==> config.mk <==
export PLATFORM = sky130hd
export DESIGN_NAME = dnsd_ctrl
export DESIGN_NICKNAME = d
export VERILOG_FILES = /design/src/rtl/dnsd_pkg.sv /design/src/rtl/dnsd_ctrl.sv
export SDC_FILE = /design/constraint.sdc
export NUM_CORES = 1
export LEC_CHECK = 0
export ABC_AREA = 1
export BUFFER_PORTS_ARGS = -buffer_cell sky130_fd_sc_hd__buf_2
export CORE_AREA = 2 2 39 41
export DETAILED_ROUTE_END_ITERATION = 16
export DIE_AREA = 0 0 41 43
export PLACE_DENSITY = 0.68
export REMOVE_ABC_BUFFERS = 1
export SYNTH_ARGS = -nofsm -noshare
export SYNTH_HDL_FRONTEND = slang
export SYNTH_SLANG_ARGS = --single-unit
export TNS_END_PERCENT = 5
==> constraint.sdc <==
create_clock -name clk -period 3.6 [get_ports clk]
set_clock_uncertainty 0.15 [all_clocks]
set_input_delay 0.72 -clock clk [delete_from_list [all_inputs] [get_ports clk]]
set_output_delay 0.72 -clock clk [all_outputs]
set_load 0.005 [all_outputs]
==> src/rtl/dnsd_pkg.sv <==
// Shared types and constants for the DNS name decompression unit.
// Used by the interfaces, the controller, the datapath and the top level.
package dnsd_pkg;

  localparam int ADDR_W   = 9;
  localparam int BYTE_W   = 8;
  localparam int OFFSET_W = 9;
  localparam int LEN_W    = 6;
  localparam int NEXT_W   = 10;
  localparam int ERR_W    = 3;
  localparam int HOPS_W   = 8;
  localparam int CFG_IDX_W = 1;

  localparam logic MODE_STORE  = 1'b0;
  localparam logic MODE_DECODE = 1'b1;

  localparam logic [CFG_IDX_W-1:0] CFG_MAX_HOPS   = 1'd0;
  localparam logic [CFG_IDX_W-1:0] CFG_MAX_LABELS = 1'd1;

  localparam logic [HOPS_W-1:0] MAX_HOPS_RESET   = 8'd16;
  localparam logic [LEN_W-1:0]  MAX_LABELS_RESET = 6'd63;

  localparam logic [ERR_W-1:0] ERR_OK        = 3'd0;
  localparam logic [ERR_W-1:0] ERR_HOP_LIMIT = 3'd1;
  localparam logic [ERR_W-1:0] ERR_LABEL_LIM = 3'd2;
  localparam logic [ERR_W-1:0] ERR_OUTSIDE   = 3'd3;
  localparam logic [ERR_W-1:0] ERR_RESERVED  = 3'd4;

  localparam logic [1:0] TYPE_LABEL   = 2'b00;
  localparam logic [1:0] TYPE_POINTER = 2'b11;

  typedef struct packed {
    logic             start;
    logic             store;
    logic             read_cur;
    logic             read_next;
    logic             jump;
    logic             emit_label;
    logic             emit_final;
    logic [ERR_W-1:0] err;
  } dnsd_cmd_t;

  typedef struct packed {
    logic cur_oob;
    logic ptr_oob;
    logic label_oob;
    logic byte_zero;
    logic is_ptr;
    logic is_rsv;
    logic hop_lim;
    logic label_lim;
    logic out_free;
  } dnsd_status_t;

endpackage

==> src/rtl/dnsd_ctrl.sv <==
// Walk controller: sequences loads, label and pointer steps and result emission.
// Depends on dnsd_pkg; drives the datapath through dnsd_cmd_t.
module dnsd_ctrl import dnsd_pkg::*; (
  input  logic         clk,
  input  logic         rst,
  input  logic         item_valid,
  input  logic         item_mode,
  output logic         item_ready,
  input  dnsd_status_t status,
  output dnsd_cmd_t    cmd
);

  localparam logic [1:0] ST_IDLE    = 2'd0;
  localparam logic [1:0] ST_FETCH   = 2'd1;
  localparam logic [1:0] ST_EXAMINE = 2'd2;
  localparam logic [1:0] ST_PTR_LOW = 2'd3;

  logic [1:0] state;
  logic [1:0] state_next;

  always_ff @(posedge clk) begin
    if (rst) begin
      state <= ST_IDLE;
    end else begin
      state <= state_next;
    end
  end

  always_comb begin
    logic             fin;
    logic [ERR_W-1:0] fin_err;
    fin        = 1'b0;
    fin_err    = ERR_OK;
    cmd        = '0;
    state_next = state;
    item_ready = (state == ST_IDLE);
    unique case (state)
      ST_IDLE: begin
        if (item_valid) begin
          if (item_mode == MODE_DECODE) begin
            cmd.start  = 1'b1;
            state_next = ST_FETCH;
          end else begin
            cmd.store = 1'b1;
          end
        end
      end
      ST_FETCH: begin
        if (status.cur_oob) begin
          fin     = 1'b1;
          fin_err = ERR_OUTSIDE;
        end else begin
          cmd.read_cur = 1'b1;
          state_next   = ST_EXAMINE;
        end
      end
      ST_EXAMINE: begin
        if (status.byte_zero) begin
          fin = 1'b1;
        end else if (status.is_ptr) begin
          if (status.ptr_oob) begin
            fin     = 1'b1;
            fin_err = ERR_OUTSIDE;
          end else if (status.hop_lim) begin
            fin     = 1'b1;
            fin_err = ERR_HOP_LIMIT;
          end else begin
            cmd.read_next = 1'b1;
            state_next    = ST_PTR_LOW;
          end
        end else if (status.is_rsv) begin
          fin     = 1'b1;
          fin_err = ERR_RESERVED;
        end else if (status.label_oob) begin
          fin     = 1'b1;
          fin_err = ERR_OUTSIDE;
        end else if (status.label_lim) begin
          fin     = 1'b1;
          fin_err = ERR_LABEL_LIM;
        end else if (status.out_free) begin
          cmd.emit_label = 1'b1;
          state_next     = ST_FETCH;
        end
      end
      ST_PTR_LOW: begin
        cmd.jump   = 1'b1;
        state_next = ST_FETCH;
      end
      default: begin
        state_next = ST_IDLE;
      end
    endcase
    cmd.err = fin_err;
    if (fin && status.out_free) begin
      cmd.emit_final = 1'b1;
      state_next     = ST_IDLE;
    end
  end

endmodule

# After elaboration in Yosys (flattened, before gate mapping)
# Cells that the tools add are included.
[classes] eq_ne=13 n_mux=50 n_reduce_logical=4
[ops] op="2-bit two-way mux" count=17
[ops] op="1-bit two-way mux" count=27
[ops] op="3-bit != test (second input constant)" count=6
[ops] op="10-bit AND reduction" count=1
[ops] op="3-bit two-way mux" count=3
[ops] op="2-bit != test (second input constant)" count=4
[ops] op="2-bit one-hot mux with 4 select lines" count=1
[ops] op="3-bit one-hot mux with 2 select lines" count=1
[ops] op="2-bit == test (second input constant)" count=2
[ops] op="2-bit by 1-bit == test with 1-bit output (second input constant)" count=1
[ops] op="2-bit zero test" count=1
[ops] op="1-bit one-hot mux with 2 select lines" count=1
[ops] op="2-bit OR reduction" count=1
[ops] op="1-bit logical AND" count=1
[word_totals] register_bits=2 output_inout_bits=11 elab_cells=68

# Depth between registers and ports, before layout
[depth] ltp_word=8 mapped_depth=11 depth_no_buf=10

# Least setup slack after synthesis
# Ideal clock, no wire load.
[synth_path] kind="input to output" start="input status[4] (netlist bit)" end="output cmd[1] (netlist bit)" t_arrival_ps=1289 required_ps=2730 slack_ps=1441 stages=6 path_buffers=1 path_cell_list="buf_6 inv_6 nand2_1 o21ai_0 nand2_1 a21oi_1"
[synth_rtl] element="from (decl)" line_no="dnsd_ctrl.sv:9" source="input dnsd_status_t status,"
[synth_rtl] element="to (decl)" line_no="dnsd_ctrl.sv:10" source="output dnsd_cmd_t cmd"

==> impl_metrics.tcl <==
set metrics [dict create \
    fin_crit_sh 0.704 \
    synthTopCellsByArea "nand2_1, inv_1, ha_1" \
    antenna_cells 0 \
    die-area_mm2 0.00176 \
    final_layout_size_suffix_gt1_frac 0.365 \
    critPathTopFamily "buffers and inverters" \
    postRouteWirelength_um 1070 \
    viasPerCell 4.48 \
    fin_area_um2 598 \
    mostFrequentLayoutCells "buf_2, nand2_1, inv_1" \
    num_rows 14 \
    finalSetupViolations 0 \
    insertion_delay_ns 0.22 \
    leakage_nw 0.348 \
    startpoint "state[0]$_SDFFE_PP0P_" \
    hold_class "reg -> reg" \
    rr_startpoint "state[0]$_SDFFE_PP0P_" \
    cp.arrival_ns 1.66 \
    dr.pass1.iters 4 \
    placed_cell_area_um2 576 \
    max_cap_violations 0 \
    syn_to_final_growth_pct 29.2 \
    finalHoldViolations 0 \
    overflow 0 \
    tns_ns 0 \
    ant_nets 0 \
    largest-register "state" \
    cts_buffers 3 \
    synth.largest_area_cell "nand2_1" \
    core_mm2 0.00138 \
    dp_hpwl_um 896 \
    ys_ff_latch 2 \
    largestRegisters "state (2)" \
    first_global_vias 427 \
    yosys_warnings 0 \
    synth_cell_types 18 \
    antenna_found_initial 0 \
    htreeDepth 1 \
    fin_util 0.432 \
    die_w_um 41 \
    drc 0 \
    crit_path_end_kind "output pin" \
    crit_top_cell "inv_1" \
    critPathCapture "cmd[2]" \
    cp_max_fo 10 \
    ys_seq_area_frac 0.0865 \
    synth_top_area_share 0.162 \
    cts-root-buf "clkbuf_4" \
    crit_chain "inv_1 > ha_1 > inv_1 > nor2_1 > inv_1 > nor4_1 > buf_2" \
    regToRegEndpoint "state[1]$_SDFFE_PP0P_" \
    timing.fmax_ghz 0.395 \
    ctsHoldBuffers 0 \
    ios 24 \
    critPathLaunchType "flop" \
    ir_drop_uv 213 \
    max_stage_delay_ns 0.38 \
    cts.clk_slew.worst_paths_ns 0.03 \
    synth.cell_area_um2 463 \
    clock_sinks 2 \
    power_mw 0.151 \
    place.gp.congestion 0.799 \
    cp_num_cells 7 \
    layout_commonest_cell "buf_2" \
    power_density_mw_per_mm2 253 \
    synthCells 80 \
    vias 538 \
    cpMaxStageDelayCell "ha_1" \
    rsz0062_at_grt "false" \
    cts_resized 0 \
    grt_max_degree 11 \
    nets 123 \
    cts_setup_buffers 0 \
    clock_path_buffers 2 \
    post_drt_wl_per_cell_um 8.88 \
    cp.buffers_inverters 4 \
    slew_violations 0 \
    grt_pass1_wl_um 1500 \
    min_period_ns 2.53 \
    worstMarginPinSlew_ns 0.370 \
    track_usage 0.120 \
    io_buffers 23 \
    slew-limit-headroom 0.754 \
    worstSetupPathType "reg -> out" \
    start_util 0.335 \
    cts_tree "yes" \
    drtIter0Drc 7 \
    avgSynthCellArea_um2 5.79 \
    largest_reg_flops 2 \
    status "completed" \
    reg2reg_slack_ns 1.93 \
    critPathRequiredTime_ns 2.73 \
    die_y_um 43 \
    reg2reg_depth 10 \
]
## worst min path at each step
| stage | startpoint | to | depth (start not counted) |
|---|---|---|---|
| after floorplan | state[1]$_SDFFE_PP0P_ | state[1]$_SDFFE_PP0P_ | 4 |
| after global placement | state[1]$_SDFFE_PP0P_ | state[1]$_SDFFE_PP0P_ | 4 |
| after detailed placement | state[0]$_SDFFE_PP0P_ | state[0]$_SDFFE_PP0P_ | 4 |
| after CTS | state[0]$_SDFFE_PP0P_ | state[0]$_SDFFE_PP0P_ | 4 |
| after global routing | state[1]$_SDFFE_PP0P_ | state[1]$_SDFFE_PP0P_ | 4 |
| final | state[0]$_SDFFE_PP0P_ | state[0]$_SDFFE_PP0P_ | 4 |
## tightest hold or removal path, delay by kind of cell (launching register included)
| family | cells | cell delay (ns) |
|---|---|---|
| simple gates | 3 | 0.14 |
| buf+inv | 1 | 0.05 |
| flops | 1 | 0.33 |
## Yosys cell counts
library cell,instances
nand3_1,4
o21ai_0,2
inv_1,16
buf_6,2
a21oi_1,3
nand2_2,3
nor3_1,3
nor2_2,3
nand2_1,20
dfxtp_1,2
nor4_1,2
nor2_1,7
nor2_4,2
o21ai_1,1
inv_6,1
ha_1,4
nand4_1,2
nand3_2,3
## metal layers
metal / vias to the layer above / GRT usage / share of wire
met5: - / 0 / 0
met4: 0 / 0.0267 / 0
met3: 0 / 0.0314 / 0.030
met2: 7 / 0.216 / 0.55
met1: 236 / 0.131 / 0.42
li1: 295 / - / -
## final cells by class
| type | count | area (um2) |
|---|---|---|
| Timing Repair Buffer | 23 | 115 |
| Multi-Input combinational cell | 59 | 332 |
| Clock buffer | 3 | 22.5 |
| Sequential cell | 2 | 40.0 |
| Fill cell | 147 | 786 |
| Inverter | 17 | 68.8 |
| Tap cell | 16 | 20.0 |
## where the power goes
group | leakage [nW] | internal [mW] | switching [mW]
clock network | 0.0138 | 0.0367 | 0.0119
registers | 0.0163 | 0.0253 | 0.00304
logic | 0.318 | 0.0290 | 0.0454
## stage by stage
stage	setup slack [ns]	cells	hold WS (ns)
after global routing	0.934	120	0.453
after floorplan	1.53	78	0.375
after CTS	1.08	120	0.426
after global placement	1.21	117	0.409
after detailed placement	1.21	117	0.421
final	1.07	120	0.423
## cell families (layout without fill, tap and decap cells)
logic type	count (synthesis)	count (layout)	synth area share
flip-flops	2	2	0.0865
AO/OA/AOI/OAI	6	6	0.0648
adder cells (fa/ha/maj)	4	4	0.108
AND/OR/NAND/NOR	49	49	0.543
buffers and inverters	19	43	0.197
No activity file was read; power rests on OpenSTA's default activity.
